<file path="src/hdl/slc_pkg.sv">
`timescale 1ns / 1ps
// ----------------------------------------------------------------------------
// Source line classifier package
// Line class codes, character constants and the structs that pass between
// the classifier, the counter bank and the top level.
// ----------------------------------------------------------------------------
package slc_pkg;

  // Width of every reported count on the result channel.
  localparam int unsigned OUT_WIDTH = 32;

  // Characters that drive the line class.
  localparam logic [7:0] CH_SPACE   = 8'h20;
  localparam logic [7:0] CH_LBRACE  = 8'h7B;
  localparam logic [7:0] CH_RBRACE  = 8'h7D;
  localparam logic [7:0] CH_SLASH   = 8'h2F;
  localparam logic [7:0] CH_STAR    = 8'h2A;
  localparam logic [7:0] CH_NEWLINE = 8'h0A;

  // What the current line has shown so far.
  typedef enum logic [2:0] {
    LC_EMPTY  = 3'd0,
    LC_SLASH  = 3'd1,
    LC_CODE   = 3'd2,
    LC_SINGLE = 3'd3,
    LC_BLOCK  = 3'd4,
    LC_STAR   = 3'd5,
    LC_CLOSED = 3'd6
  } line_class_t;

  // Outcome of one newline: which counters step.
  typedef struct packed {
    logic line_end;
    logic is_code;
    logic is_comment;
    logic is_empty;
  } line_evt_t;

  // One end-of-file report, already limited to the output width.
  typedef struct packed {
    logic [OUT_WIDTH-1:0] code_lines;
    logic [OUT_WIDTH-1:0] cmt_lines;
    logic [OUT_WIDTH-1:0] blank_lines;
    logic [OUT_WIDTH-1:0] all_lines;
    logic [OUT_WIDTH-1:0] code_total;
    logic [OUT_WIDTH-1:0] total_all_lines;
  } report_t;

endpackage

</file>
<file path="src/hdl/slc_in_if.sv">
`timescale 1ns / 1ps
// ----------------------------------------------------------------------------
// Source line classifier input channel
// Valid/ready channel that carries one text byte or an end-of-file mark.
// ----------------------------------------------------------------------------
interface slc_in_if;
  logic       valid;
  logic       ready;
  logic [7:0] ch;
  logic       file_end;

  modport source (output valid, output ch, output file_end, input ready);
  modport sink   (input valid, input ch, input file_end, output ready);
endinterface

</file>
<file path="src/hdl/slc_out_if.sv">
`timescale 1ns / 1ps
// ----------------------------------------------------------------------------
// Source line classifier result channel
// Valid/ready channel that carries one per-file line count report.
// ----------------------------------------------------------------------------
interface slc_out_if;
  logic        valid;
  logic        ready;
  logic [31:0] code_lines;
  logic [31:0] cmt_lines;
  logic [31:0] blank_lines;
  logic [31:0] all_lines;
  logic [31:0] code_total;
  logic [31:0] total_all_lines;

  modport source (
    output valid, output code_lines, output cmt_lines, output blank_lines,
    output all_lines, output code_total, output total_all_lines,
    input ready
  );
  modport sink (
    input valid, input code_lines, input cmt_lines, input blank_lines,
    input all_lines, input code_total, input total_all_lines,
    output ready
  );
endinterface

</file>
<file path="src/hdl/slc_line_class.sv">
`timescale 1ns / 1ps
// ----------------------------------------------------------------------------
// Source line classifier: line class tracker
// Holds the seven-state line class, steps it on each byte and reports what
// kind of line a newline closes.
// ----------------------------------------------------------------------------
module slc_line_class
  import slc_pkg::*;
(
  input  logic       clk,
  input  logic       rst_n,
  input  logic       step,
  input  logic [7:0] ch,
  input  logic       file_end,
  output line_evt_t  evt
);

  line_class_t class_r;
  line_class_t class_nxt;

  // Next class and newline outcome for the item in the process stage.
  always_comb begin
    class_nxt = class_r;
    evt       = '0;
    if (step) begin
      if (file_end) begin
        class_nxt = LC_EMPTY;
      end else if (ch == CH_NEWLINE) begin
        evt.line_end = 1'b1;
        unique case (class_r) inside
          LC_SLASH: begin
            // A lone slash is counted in no class and carries over.
            class_nxt = LC_SLASH;
          end
          LC_CODE: begin
            evt.is_code = 1'b1;
            class_nxt   = LC_EMPTY;
          end
          LC_SINGLE, LC_CLOSED: begin
            evt.is_comment = 1'b1;
            class_nxt      = LC_EMPTY;
          end
          LC_BLOCK: begin
            evt.is_comment = 1'b1;
            class_nxt      = LC_BLOCK;
          end
          LC_STAR: begin
            evt.is_comment = 1'b1;
            class_nxt      = LC_BLOCK;
          end
          default: begin
            evt.is_empty = 1'b1;
            class_nxt    = LC_EMPTY;
          end
        endcase
      end else begin
        unique case (class_r) inside
          LC_SLASH: begin
            if (ch == CH_SLASH) begin
              class_nxt = LC_SINGLE;
            end else if (ch == CH_STAR) begin
              class_nxt = LC_BLOCK;
            end else begin
              class_nxt = LC_CODE;
            end
          end
          LC_CODE, LC_SINGLE, LC_CLOSED: begin
            class_nxt = class_r;
          end
          LC_BLOCK: begin
            if (ch == CH_STAR) begin
              class_nxt = LC_STAR;
            end
          end
          LC_STAR: begin
            class_nxt = (ch == CH_SLASH) ? LC_CLOSED : LC_BLOCK;
          end
          default: begin
            // Blank characters keep the line empty.
            if (ch == CH_SPACE || ch == CH_LBRACE || ch == CH_RBRACE) begin
              class_nxt = LC_EMPTY;
            end else if (ch == CH_SLASH) begin
              class_nxt = LC_SLASH;
            end else begin
              class_nxt = LC_CODE;
            end
          end
        endcase
      end
    end
  end

  // Class register.
  always_ff @(posedge clk) begin
    if (!rst_n) begin
      class_r <= LC_EMPTY;
    end else begin
      class_r <= class_nxt;
    end
  end

endmodule

</file>
<file path="src/hdl/slc_counters.sv">
`timescale 1ns / 1ps
// ----------------------------------------------------------------------------
// Source line classifier: counter bank
// Saturating per-file line counters and running totals, and the end-of-file
// report built from them.
// ----------------------------------------------------------------------------
module slc_counters
  import slc_pkg::*;
#(
  parameter int unsigned COUNT_WIDTH = 32
) (
  input  logic      clk,
  input  logic      rst_n,
  input  logic      step,
  input  logic      file_end,
  input  line_evt_t evt,
  output report_t   report
);

  localparam int unsigned CW = COUNT_WIDTH;
  localparam logic [CW-1:0] CNT_MAX = '1;

  logic [CW-1:0] code_r,  code_nxt;
  logic [CW-1:0] cmt_r,   cmt_nxt;
  logic [CW-1:0] empty_r, empty_nxt;
  logic [CW-1:0] lines_r, lines_nxt;
  logic [CW-1:0] tot_code_r, tot_code_nxt;
  logic [CW-1:0] tot_lines_r, tot_lines_nxt;
  logic [CW-1:0] tot_code_sum;
  logic [CW-1:0] tot_lines_sum;

  // Increment that stops at the counter maximum.
  function automatic logic [CW-1:0] sat_inc(input logic [CW-1:0] v);
    sat_inc = (v == CNT_MAX) ? v : v + 1'b1;
  endfunction

  // Sum of two counts that stops at the counter maximum.
  function automatic logic [CW-1:0] sat_add(input logic [CW-1:0] a,
                                            input logic [CW-1:0] b);
    logic [CW:0] sum;
    sum = {1'b0, a} + {1'b0, b};
    sat_add = sum[CW] ? CNT_MAX : sum[CW-1:0];
  endfunction

  // Limit a count to the output width.
  function automatic logic [OUT_WIDTH-1:0] clamp(input logic [CW-1:0] v);
    logic [CW+OUT_WIDTH-1:0] ext;
    ext = (CW + OUT_WIDTH)'(v);
    clamp = (|ext[CW+OUT_WIDTH-1:OUT_WIDTH]) ? '1 : ext[OUT_WIDTH-1:0];
  endfunction

  assign tot_code_sum  = sat_add(tot_code_r, code_r);
  assign tot_lines_sum = sat_add(tot_lines_r, lines_r);

  // Next counter values.
  always_comb begin
    code_nxt      = code_r;
    cmt_nxt       = cmt_r;
    empty_nxt     = empty_r;
    lines_nxt     = lines_r;
    tot_code_nxt  = tot_code_r;
    tot_lines_nxt = tot_lines_r;
    if (step && file_end) begin
      tot_code_nxt  = tot_code_sum;
      tot_lines_nxt = tot_lines_sum;
      code_nxt      = '0;
      cmt_nxt       = '0;
      empty_nxt     = '0;
      lines_nxt     = '0;
    end else if (evt.line_end) begin
      lines_nxt = sat_inc(lines_r);
      if (evt.is_code) begin
        code_nxt = sat_inc(code_r);
      end
      if (evt.is_comment) begin
        cmt_nxt = sat_inc(cmt_r);
      end
      if (evt.is_empty) begin
        empty_nxt = sat_inc(empty_r);
      end
    end
  end

  // Report for an end-of-file item: per-file counts and updated totals.
  always_comb begin
    report.code_lines      = clamp(code_r);
    report.cmt_lines       = clamp(cmt_r);
    report.blank_lines     = clamp(empty_r);
    report.all_lines       = clamp(lines_r);
    report.code_total      = clamp(tot_code_sum);
    report.total_all_lines = clamp(tot_lines_sum);
  end

  // Counter registers.
  always_ff @(posedge clk) begin
    if (!rst_n) begin
      code_r      <= '0;
      cmt_r       <= '0;
      empty_r     <= '0;
      lines_r     <= '0;
      tot_code_r  <= '0;
      tot_lines_r <= '0;
    end else begin
      code_r      <= code_nxt;
      cmt_r       <= cmt_nxt;
      empty_r     <= empty_nxt;
      lines_r     <= lines_nxt;
      tot_code_r  <= tot_code_nxt;
      tot_lines_r <= tot_lines_nxt;
    end
  end

endmodule

</file>
<file path="src/hdl/source_line_classifier_core.sv">
`timescale 1ns / 1ps
// ----------------------------------------------------------------------------
// Source line classifier core
// Counts code, comment, empty and all lines of source text streamed one byte
// per transfer, and reports the counts at each end-of-file mark.
// ----------------------------------------------------------------------------
// Usage:
//   in_chan carries one text byte per transfer, or an end-of-file mark
//   (file_end set, ch ignored). out_chan carries one report per end-of-file
//   mark: the per-file code, comment, empty and all-line counts and the
//   running totals of code and all lines. Text bytes produce no transfer.
//   The block takes one input transfer every cycle, except while an end-of-file
//   mark waits in the input register as below. Each item is registered at the
//   input, then classified and counted from there; its end-of-file mark loads
//   a report into the result register, which drives out_chan.
//   When the receiver stalls, the pending report is held in the result
//   register; text bytes keep flowing, and only a second end-of-file mark
//   waits in the input register until the report is taken, holding
//   in_chan.ready low meanwhile.
//   Synchronous reset clears the line class, all counters and both valid
//   flags; the block is ready as soon as reset is released.
//   Counters saturate at COUNT_WIDTH bits; a count above 32 bits is
//   reported as all ones.
// ----------------------------------------------------------------------------
module source_line_classifier_core
  import slc_pkg::*;
#(
  parameter int unsigned COUNT_WIDTH = 32
) (
  input  logic             clk,
  input  logic             rst_n,
  slc_in_if.sink           in_chan,
  slc_out_if.source        out_chan
);

  // Input register stage.
  logic       s1_valid_r;
  logic [7:0] s1_ch_r;
  logic       s1_end_r;

  // Result register.
  logic       out_valid_r;
  report_t    out_rep_r;

  logic       s1_go;
  logic       in_take;
  line_evt_t  evt;
  report_t    report;

  // The item moves on unless it is a report and the result slot is held.
  assign s1_go   = s1_valid_r && (!s1_end_r || !out_valid_r || out_chan.ready);
  assign in_chan.ready = !s1_valid_r || s1_go;
  assign in_take = in_chan.valid && in_chan.ready;

  slc_line_class u_line_class (
    .clk      (clk),
    .rst_n    (rst_n),
    .step     (s1_go),
    .ch       (s1_ch_r),
    .file_end (s1_end_r),
    .evt      (evt)
  );

  slc_counters #(
    .COUNT_WIDTH (COUNT_WIDTH)
  ) u_counters (
    .clk      (clk),
    .rst_n    (rst_n),
    .step     (s1_go),
    .file_end (s1_end_r),
    .evt      (evt),
    .report   (report)
  );

  // Input stage control.
  always_ff @(posedge clk) begin
    if (!rst_n) begin
      s1_valid_r <= 1'b0;
    end else if (in_chan.ready) begin
      s1_valid_r <= in_chan.valid;
    end
  end

  // Input stage payload.
  always_ff @(posedge clk) begin
    if (in_take) begin
      s1_ch_r  <= in_chan.ch;
      s1_end_r <= in_chan.file_end;
    end
  end

  // Result register control.
  always_ff @(posedge clk) begin
    if (!rst_n) begin
      out_valid_r <= 1'b0;
    end else if (s1_go && s1_end_r) begin
      out_valid_r <= 1'b1;
    end else if (out_chan.ready) begin
      out_valid_r <= 1'b0;
    end
  end

  // Result register payload.
  always_ff @(posedge clk) begin
    if (s1_go && s1_end_r) begin
      out_rep_r <= report;
    end
  end

  assign out_chan.valid           = out_valid_r;
  assign out_chan.code_lines      = out_rep_r.code_lines;
  assign out_chan.cmt_lines       = out_rep_r.cmt_lines;
  assign out_chan.blank_lines     = out_rep_r.blank_lines;
  assign out_chan.all_lines       = out_rep_r.all_lines;
  assign out_chan.code_total      = out_rep_r.code_total;
  assign out_chan.total_all_lines = out_rep_r.total_all_lines;

endmodule

</file>
<file path="src/flat_wrapper.sv">
// flat-port wrapper written by rule: the top's interface ports become plain ports
module source_line_classifier_core_flat import slc_pkg::*;
#(
  parameter int unsigned COUNT_WIDTH = 32
)
  (clk, rst_n, in_chan_valid, in_chan_ch, in_chan_file_end, in_chan_ready, out_chan_valid, out_chan_code_lines, out_chan_cmt_lines, out_chan_blank_lines, out_chan_all_lines, out_chan_code_total, out_chan_total_all_lines, out_chan_ready);
  slc_in_if in_chan_i ();
  slc_out_if out_chan_i ();
  input  logic clk;
  input  logic rst_n;
  input wire logic [$bits(in_chan_i.valid)-1:0] in_chan_valid;
  input wire logic [$bits(in_chan_i.ch)-1:0] in_chan_ch;
  input wire logic [$bits(in_chan_i.file_end)-1:0] in_chan_file_end;
  output wire logic [$bits(in_chan_i.ready)-1:0] in_chan_ready;
  output wire logic [$bits(out_chan_i.valid)-1:0] out_chan_valid;
  output wire logic [$bits(out_chan_i.code_lines)-1:0] out_chan_code_lines;
  output wire logic [$bits(out_chan_i.cmt_lines)-1:0] out_chan_cmt_lines;
  output wire logic [$bits(out_chan_i.blank_lines)-1:0] out_chan_blank_lines;
  output wire logic [$bits(out_chan_i.all_lines)-1:0] out_chan_all_lines;
  output wire logic [$bits(out_chan_i.code_total)-1:0] out_chan_code_total;
  output wire logic [$bits(out_chan_i.total_all_lines)-1:0] out_chan_total_all_lines;
  input wire logic [$bits(out_chan_i.ready)-1:0] out_chan_ready;
  assign in_chan_i.valid = in_chan_valid;
  assign in_chan_i.ch = in_chan_ch;
  assign in_chan_i.file_end = in_chan_file_end;
  assign in_chan_ready = in_chan_i.ready;
  assign out_chan_valid = out_chan_i.valid;
  assign out_chan_code_lines = out_chan_i.code_lines;
  assign out_chan_cmt_lines = out_chan_i.cmt_lines;
  assign out_chan_blank_lines = out_chan_i.blank_lines;
  assign out_chan_all_lines = out_chan_i.all_lines;
  assign out_chan_code_total = out_chan_i.code_total;
  assign out_chan_total_all_lines = out_chan_i.total_all_lines;
  assign out_chan_i.ready = out_chan_ready;
  source_line_classifier_core #(.COUNT_WIDTH(COUNT_WIDTH)) u_core (.clk(clk), .rst_n(rst_n), .in_chan(in_chan_i), .out_chan(out_chan_i));
endmodule
</file>
<file path="config.mk">
export PLATFORM = sky130hd
export DESIGN_NAME = source_line_classifier_core_flat
export DESIGN_NICKNAME = d
export VERILOG_FILES = /design/src/hdl/slc_pkg.sv /design/src/hdl/slc_in_if.sv /design/src/hdl/slc_out_if.sv /design/src/hdl/slc_line_class.sv /design/src/hdl/slc_counters.sv /design/src/hdl/source_line_classifier_core.sv /design/src/flat_wrapper.sv
export SDC_FILE = /design/constraint.sdc
export NUM_CORES = 1
export LEC_CHECK = 0
export BUFFER_PORTS_ARGS = -buffer_cell sky130_fd_sc_hd__buf_2
export CAP_MARGIN = 20
export CORE_AREA = 3 3 195 197
export CTS_BUF_LIST = sky130_fd_sc_hd__clkbuf_16
export DETAILED_ROUTE_END_ITERATION = 12
export DIE_AREA = 0 0 198 200
export MAX_ROUTING_LAYER = met4
export PLACE_DENSITY = 0.7
export RECOVER_POWER = 50
export SLEW_MARGIN = 10
export SYNTH_ARGS = -nofsm -noshare
export SYNTH_HDL_FRONTEND = slang
export SYNTH_SLANG_ARGS = --single-unit
export TNS_END_PERCENT = 5
</file>
<file path="constraint.sdc">
create_clock -name clk -period 10.8 [get_ports clk]
set_clock_uncertainty 0.1 [all_clocks]
set_input_delay 0 -clock clk [delete_from_list [all_inputs] [get_ports clk]]
set_output_delay 0 -clock clk [all_outputs]
set_load 0.02 [all_outputs]
</file>
## After elaboration in Yosys (flattened, before gate mapping)

Cells that the tools add are included.

- Output and inout bits: 194
- Bits in registers: 398

- Add/subtract/negate cells: 6
- Bitwise operators: 5
- Reductions and logical operators: 22
- Equality and inequality tests: 18
- Muxes and demuxes: 20

Operator list:

| operator | count |
|---|---|
| $add A32 B1 Y32 const B | 4 |
| $eq A32 B32 Y1 const B | 4 |
| $add A32 B32 Y33 | 2 |
| $mux W32 | 2 |
| $eq A8 B6 Y1 const B | 3 |
| $eq A8 B7 Y1 const B | 2 |
| $mux W3 | 5 |
| $mux W4 | 3 |
| $pmux W3 S4 | 1 |
| $reduce_and A3 Y1 | 4 |
| $eq A3 B3 Y1 const B | 3 |
| $eq A8 B4 Y1 const B | 1 |
| $eq A3 B2 Y1 const B | 2 |
| $mux W2 | 3 |
| $pmux W3 S2 | 1 |
| $reduce_or A6 Y1 | 1 |
| $logic_or A1 B1 Y1 | 5 |
| $mux W1 | 5 |
| $not A1 Y1 | 5 |
| $ne A4 B3 Y1 const B | 1 |
| $reduce_or A2 Y1 | 2 |
| $reduce_or A4 Y1 | 1 |
| $eq A3 B1 Y1 const B | 1 |
| $logic_and A1 B1 Y1 | 3 |
| 5 further kinds | 7 |

## Longest topological paths before layout

Gate-level depths: netlist of the first run.

- Depth in word-level cells: 7
- Mapped depth: 12
- Depth with buffers taken out: 11

## By module

Synthesis of the first run repeated with hierarchy kept, for this count alone.

- Cell total of the unflattened synthesis: 1,694
- Area, all modules: 18,226.2 µm²

Modules (own cells, without submodules):

| module | cells each | times used | area an instance (µm²) | seq. area each (µm²) |
|---|---|---|---|---|
| slc_counters | 1,426 | 1 | 11,677.4 | 3,843.7 |
| source_line_classifier_core | 213 | 1 | 6,153.4 | 6,075.8 |
| slc_line_class | 55 | 1 | 395.4 | 60.1 |

## Least setup slack after synthesis of the first run

OpenSTA, ideal clock, no wires.

- Kind: flip-flop to flip-flop
- Start: register u_core.out_valid_r (netlist: u_core.out_chan.valid)
- End: register u_core.u_counters.tot_code_r[18]
- Clock period less this slack: 7.593 ns
- Data arrival time: 7.056 ns
- Cell stages (with the launch flop): 8
- Setup slack: 3.207 ns
- Required time: 10.263 ns
- Path buffers: 3
- Cells stage by stage: dfxtp_1 > nor2b_1 > or2_2 > clkbuf_1 > inv_1 > clkbuf_1 > clkbuf_1 > a311oi_1

- Word-level cells in the longest chain between the ends: 5

RTL lines:

| element | line | source |
|---|---|---|
| start: declaration | source_line_classifier_core.sv:42 | `logic out_valid_r;` |
| start signal: assignment | source_line_classifier_core.sv:95 | `out_valid_r <= 1'b0;` |
| start signal: assignment | source_line_classifier_core.sv:97 | `out_valid_r <= 1'b1;` |
| start signal: assignment | source_line_classifier_core.sv:99 | `out_valid_r <= 1'b0;` |
| $logic_not A1 Y1 | source_line_classifier_core.sv:51 | `assign s1_go = s1_valid_r && (!s1_end_r \|\| !out_valid_r \|\| out_chan.ready);` |
| $logic_or A1 B1 Y1 (2 in series) | source_line_classifier_core.sv:51 |  |
| $logic_and A1 B1 Y1 | source_line_classifier_core.sv:51 |  |
| $logic_and A1 B1 Y1 | slc_counters.sv:63 | `if (step && file_end) begin` |
| end signal: assignment | slc_counters.sv:108 | `tot_code_r <= tot_code_nxt;` |
| end: declaration | slc_counters.sv:27 | `logic [CW-1:0] tot_code_r, tot_code_nxt;` |

No other way between the ends.
A chain may end at the register's enable or synchronous reset.

## Final worst setup path of the first run

- Start: register u_core.out_valid_r (netlist: u_core.out_chan.valid)
- End: register u_core.u_counters.cmt_r[16]

- Word-level cells in the longest chain between the ends: 6
- Elaborated cells on any way between the ends: 8

RTL lines:

| element | line | source |
|---|---|---|
| $logic_not A1 Y1 * | source_line_classifier_core.sv:51 |  |
| $logic_or A1 B1 Y1 * (2 in series) | source_line_classifier_core.sv:51 |  |
| $logic_and A1 B1 Y1 * | source_line_classifier_core.sv:51 |  |
| $mux W4 / $logic_and A1 B1 Y1 (equally long branches) | slc_line_class.sv:25, slc_counters.sv:63 |  |
| $reduce_and A3 Y1 (no source line) / $reduce_or A2 Y1 (equally long branches) | - |  |
| end signal: assignment | slc_counters.sv:105 | `cmt_r <= cmt_nxt;` |
| end: declaration | slc_counters.sv:24 | `logic [CW-1:0] cmt_r, cmt_nxt;` |

Every way passes the cells marked *; elsewhere a longest branch is shown, timed or not.

==> flow_summary.toml, run 1 <==
[yosys]
avgSynthCellArea_um2 = 10.26
synth_edf_count = 201
ys_types = 64
netlist_instances = 1762
synth_area_um2 = 18080
ys_warn_count = 0
ys_ff_latch = 398
async_flop_share_pct = 0
synth_nets = 1845
synthFlopType = "edfxtp_1"
ys_seq_area_share_pct = 55.21

[final_layout]
diodes = 0
stdcell_count = 2465
nNetsFinal = 2048
final_cell_mix = "nor2_1 (213), edfxtp_1 (201), clkbuf_1 (199), dfxtp_1 (197), nand2_1 (142)"
syn_to_final_growth_pct = 15.06
stdcell_area_um2 = 20800
drive_gt1_share_pct = 5.108
mostFrequentLayoutCell = "nor2_1"

[power_and_ir_drop]
cellPowerDensity_nw_per_um2 = 157.5
sw_frac_of_total_pct = 22.00
p_leak_nw = 7.587
p_seq_share_pct = 50.1
p_clk_share_pct = 45.3
p_int_mw = 2.555
pwr-share-comb_pct = 4.6
net-switching-power_uw = 720.9
peakVddDrop_mv = 0.09890

[place]
port_buffers = 206
dpl_worst_slack_ps = 6860
numPlacedInstances = 2377
place_congestion = 0.9194
dpl.hpwl_mm = 29.57
place_area_um2 = 19530

[detailed_routing]
finalWirelength_mm = 43.41
drt_iter0_drc = 782
route.detailed.drc = 0
avgRoutedWirePerCell_um = 17.61
vias_per_cell = 5.572
drt.antenna.violating_nets = 0
firstDrtPassIters = 5
dr_total_vias = 13740

[setup_path]
worstPathArrival_ps = 6590
r2r-start = "u_core.out_chan.valid$_SDFFE_PN0P_"
rr_worst_depth = 6
critPathCaptureType = "flop"
slowest_delay_ps = 2110
rr_endpoint = "u_core.u_counters.cmt_r[16]$_SDFFE_PP0P_"
crit_chain = "nor2b_1 -> or2_2 -> clkbuf_1 -> nand2_1 -> buf_4 -> a21oi_1"
crit_start = "u_core.out_chan.valid$_SDFFE_PN0P_"
critPathKind = "flop to flop"
cp-endpoint = "u_core.u_counters.cmt_r[16]$_SDFFE_PP0P_"
cp.required_ps = 11170
worstPathMaxFanout = 82
crit_slowest_cell = "clkbuf_1"
worst_setup_path_start_kind = "flop"
rrSetupSlack_ps = 4580

[timing]
max_freq_ghz = 0.1607
max_slew_margin_pct = -100.4
fin_crit_sh_pct = 57.63
hold_viol_final = 0
rsz0062_at_grt = "false"
period_needed_ps = 6224
slew_viol_final = 93
worst_slew_pin_slew_ps = 3006
hold_slack_ps = 41.62
setup_viol = 0
layout_setup_ws_ps = 4576
fin_setup_tns_ps = 0

[global_routing]
grt_max_degree = 121
track_usage_pct = 22.21
antenna_found_initial = 0
grt_pass1_vias = 13400
grt_overflow_total = 0
grt_pass1_wl_mm = 68.62

[min_path]
holdPathStages = 4
hold_path_class = "input pin to flop"

[clocking]
cts_made_buffers = 42
post_cts_resized = 0
clk_pin_slew_ps = 60
insertion_delay_ps = 560
htree_levels = 2
cts_max_path_buffers = 3
root_buffer = "clkbuf_16"
cts_setup_buffers = 0
clock_sinks = 398
tritoncts = "done"

[job]
cap_violations = 2

[floorplanning]
io_pins = 207
num_rows = 70
initial_utilization_pct = 49.61
die_area_um2 = 39600
die_x_um = 198
coreArea_um2 = 36430
die-height_um = 200

[status]
failed_checks = "max-capacitance violations, max-slew violations"
outcome = "finished with violations"
==> final cells by class <==
class                   instances  area, um2
fillers                      3224      15640
inverters                      34      135.1
repair buffers                225      952.2
clock buffers                  43       1076
multi-input cells            1264       7721
clock inverters                33      349.1
well taps                     468      585.6
flip-flops and latches        398       9980
==> stage by stage <==
stage | utilization, % | power [mW]
6_report | 57.08 | 3.276
5_1_grt | 57.08 | 3.394
4_1_cts | 57.85 | 3.321
3_5_place_dp | 53.61 | 1.827
3_3_place_gp | 53.61 | 1.825
2_1_floorplan | - | 1.779
==> synthesized netlist by cell type, drive strengths merged (7+ instances only) <==
| library cell | n | area share [%] |
|---|---|---|
| a211oi | 8 | 0.33 |
| a21boi | 14 | 0.58 |
| a21o | 25 | 1.0 |
| a21oi | 120 | 3.3 |
| a31oi | 20 | 0.69 |
| and2 | 7 | 0.24 |
| and3 | 30 | 1.0 |
| and4 | 14 | 0.68 |
| clkbuf | 61 | 1.3 |
| dfxtp | 197 | 22 |
| edfxtp | 201 | 33 |
| ha | 68 | 4.7 |
| inv | 33 | 0.69 |
| nand2 | 143 | 3.0 |
| nand2b | 44 | 1.5 |
| nand3 | 59 | 1.7 |
| nand4 | 37 | 1.3 |
| nor2 | 213 | 4.4 |
| nor2b | 13 | 0.45 |
| nor3 | 33 | 0.91 |
| o21a | 8 | 0.33 |
| o21ai | 139 | 3.8 |
| or2 | 11 | 0.38 |
| or3 | 43 | 1.6 |
| xnor2 | 75 | 3.6 |
| xor2 | 72 | 3.5 |
==> power groups by stage <==
stage / sequential (mW) / clock (mW) / combinational, mW
floorplan: 1.71 / 0 / 0.0704
global placement: 1.67 / 0 / 0.153
detailed placement: 1.67 / 0 / 0.155
CTS: 1.64 / 1.52 / 0.160
global route: 1.64 / 1.58 / 0.165
finish: 1.64 / 1.48 / 0.151
==> flip-flops by register name, indices dropped and copies added, names as in the netlist, 8 cells and up <==
register                         count
u_core.u_counters.cmt_r             32
u_core.out_chan.code_lines          32
u_core.u_counters.code_r            32
u_core.u_counters.tot_code_r        32
u_core.out_chan.total_all_lines     32
u_core.u_counters.tot_lines_r       32
u_core.u_counters.lines_r           32
u_core.u_counters.empty_r           32
u_core.s1_ch_r                       8
u_core.out_chan.blank_lines         32
u_core.out_chan.all_lines           32
u_core.out_chan.code_total          32
u_core.out_chan.cmt_lines           32
==> worst max-delay path: cells and delay by family, from the launching register on <==
kind / cells / cell delay (ps)
AND/OR/NAND/NOR: 3 / 2460
flip-flops: 1 / 320
buffers and inverters: 2 / 2940
AO/OA/AOI/OAI: 1 / 250
==> cell families after synthesis <==
family                     share of synthesized area (%)
AOI/OAI and AO/OA                                  12.51
xor gates and xnor gates                           7.123
adders and majority gates                          4.928
buffers and inverters                              2.097
DFF                                                55.21
muxes                                             0.2769
and+or+nand+nor                                    17.86
==> worst min path at each step <==
stage,from,endpoint
floorplan,in_chan_ch[0],u_core.s1_ch_r[0]$_DFFE_PP_
global placement,in_chan_ch[3],u_core.s1_ch_r[3]$_DFFE_PP_
detailed placement,in_chan_ch[1],u_core.s1_ch_r[1]$_DFFE_PP_
CTS,rst_n,u_core.u_counters.tot_lines_r[16]$_SDFFE_PN0P_
global route,rst_n,u_core.u_counters.tot_code_r[23]$_SDFFE_PN0P_
finish,rst_n,u_core.u_counters.tot_lines_r[16]$_SDFFE_PN0P_
==> what timing repair did <==
item,4_1_cts,5_1_grt
endpoints found under the hold margin,21,0
hold buffers,12,0
endpoints found under the setup margin,0,0
==> per-layer routing <==
layer	global-route usage [%]	share of wire, %	up-vias
li1	-	-	6719
met1	28.01	44	6552
met2	35.66	47	348
met3	3.189	4.7	116
met4	10.43	4.4	0
met5	-	0	-
Power figures use the tool's default switching activity.
==> inputs of run 2 (changes only) <==
==> constraint.sdc (replaced) <==
create_clock -name clk -period 6.2 [get_ports clk]
set_clock_uncertainty 0.1 [all_clocks]
set_input_delay 0 -clock clk [delete_from_list [all_inputs] [get_ports clk]]
set_output_delay 0 -clock clk [all_outputs]
set_load 0.02 [all_outputs]
==> run 2 against run 1 <==
Against the previous run: the flow now finishes without violations; final cell count about the same; largest power group unchanged; critical path depth up 5; register-to-register slack worse by 2300 ps.
==> flow_summary.toml, run 2 (same netlist as run 1, synthesis figures left out) <==
[global_routing]
grt_overflow_total = 0
grt_pass1_vias = 13140
grt_max_degree = 147
track_usage_pct = 22.06
grt_pass1_wl_mm = 68.18
antenna_found_initial = 0

[floorplanning]
coreArea_um2 = 36430
die_x_um = 198
io_pins = 207
num_rows = 70
initial_utilization_pct = 49.61
die-height_um = 200
die_area_um2 = 39600

[min_path]
hp-start = "rst_n"
hold_end = "u_core.u_counters.tot_code_r[23]$_SDFFE_PN0P_"
hold_path_class = "input pin to flop"
holdPathStages = 3

[setup_path]
crit_start = "u_core.u_counters.code_r[0]$_SDFFE_PP0P_"
slowest_delay_ps = 680
crit_family = "compound AO/OA/AOI/OAI gates"
worstPathArrival_ps = 4230
rrSetupSlack_ps = 2290
rr_endpoint = "u_core.u_counters.tot_code_r[30]$_SDFFE_PN0P_"
critPathKind = "flop to flop"
rr_worst_depth = 11
cp.required_ps = 6520
path_buf_inv = 0
crit_slowest_cell = "a311o_1"
crit_chain = "ha_1 -> fa_1 -> a211oi_1 -> o211ai_1 -> a31oi_1 -> nor3_1 -> o21ai_0 -> nand2b_1 -> a311o_1 -> nor2_1 -> a21oi_1"
critPathCaptureType = "flop"
worstPathMaxFanout = 20
r2r-start = "u_core.u_counters.code_r[0]$_SDFFE_PP0P_"
worst_setup_path_start_kind = "flop"

[clocking]
cts_max_path_buffers = 3
post_cts_resized = 0
tritoncts = "done"
clock_sinks = 398
insertion_delay_ps = 560
cts_made_buffers = 42
htree_levels = 2
root_buffer = "clkbuf_16"
clk_pin_slew_ps = 60

[final_layout]
final_cell_mix = "nor2_1 (213), edfxtp_1 (201), dfxtp_1 (197), clkbuf_1 (196), nand2_1 (141)"
drive_gt1_share_pct = 5.303
diodes = 0
stdcell_area_um2 = 20740
syn_to_final_growth_pct = 14.74
nNetsFinal = 2048
stdcell_count = 2467
final_util_pct = 56.92
mostFrequentLayoutCell = "nor2_1"

[detailed_routing]
dr_total_vias = 13680
avgRoutedWirePerCell_um = 17.78
drt.antenna.violating_nets = 0
route.detailed.drc = 0
vias_per_cell = 5.544
drt_iter0_drc = 917
firstDrtPassIters = 6
finalWirelength_mm = 43.87

[timing]
setup_viol = 0
period_needed_ps = 3908
worst_slew_pin_slew_ps = 1013
rsz0062_at_grt = "false"
layout_setup_ws_ps = 2292
slew_viol_final = 0
hold_viol_final = 0
fin_setup_tns_ps = 0
max_slew_margin_pct = 32.47
max_freq_ghz = 0.2559
hold_slack_ps = 55.62
fin_crit_sh_pct = 63.03

[place]
dpl_worst_slack_ps = 2290
numPlacedInstances = 2377
place_congestion = 0.9477
dpl.hpwl_mm = 29.89
port_buffers = 206
place_area_um2 = 19530

[power_and_ir_drop]
sw_frac_of_total_pct = 22.83
p_seq_share_pct = 51.6
p_clk_share_pct = 43.7
p_int_mw = 4.276
net-switching-power_mw = 1.265
p_leak_nw = 7.568
power_mw = 5.541
pwr-share-comb_pct = 4.8
peakVddDrop_mv = 0.1853
cellPowerDensity_nw_per_um2 = 267.2

[status]
outcome = "completed"

[job]
cap_violations = 0
run 2: changes by cell type in the layout (fill, tap and decap cells not counted), sizes merged:
cell | previous run | this run
inv | 39 | 40
clkinv | 19 | 21
clkinvlp | 2 | 4
bufinv | 7 | 1
buf | 13 | 17
clkbuf | 243 | 242
run 2: what timing repair did:
item / in CTS / in global routing
hold buffers: 12 / 0
hold endpoints to repair: 20 / 0
buffers inserted: 0 / 0
run 2: worst max-delay path by stage:
stage                                               endpoint  cells after the start
4_1_cts        u_core.u_counters.tot_code_r[30]$_SDFFE_PN0P_                     11
5_1_grt        u_core.u_counters.tot_code_r[30]$_SDFFE_PN0P_                     11
2_1_floorplan  u_core.u_counters.tot_code_r[18]$_SDFFE_PN0P_                      7
6_report       u_core.u_counters.tot_code_r[30]$_SDFFE_PN0P_                     11
3_5_place_dp   u_core.u_counters.tot_code_r[22]$_SDFFE_PN0P_                     11
3_3_place_gp   u_core.u_counters.tot_code_r[29]$_SDFFE_PN0P_                     11
run 2: cell type report:
cell class	instances	area [um2]
flip-flops and latches	398	9980
fillers	3218	15700
well taps	468	585.6
repair buffers	225	958.4
multi-input cells	1264	7742
inverters	34	135.1
clock inverters	32	187.7
clock buffers	46	1151
run 2: worst min-delay path, stage by stage:
cell     delay [ps]
buf_2            90
buf_4           350
o311a_1         200
run 2: per-layer routing:
metal	GRT usage (%)	routed length, um	vias to the layer above	share of wire [%]
met4	7.313	1213	0	2.8
li1	-	-	6726	-
met3	3.189	2115	78	4.8
met1	27.77	19290	6504	44
met2	36.99	21250	368	48
met5	-	0	-	0
run 2: power groups by stage:
stage / Combinational [mW] / Sequential, mW / Clock [mW]
finish: 0.263 / 2.86 / 2.42
global placement: 0.269 / 2.91 / 0
floorplan: 0.123 / 2.97 / 0
global route: 0.289 / 2.86 / 2.57
detailed placement: 0.271 / 2.91 / 0
CTS: 0.279 / 2.86 / 2.48
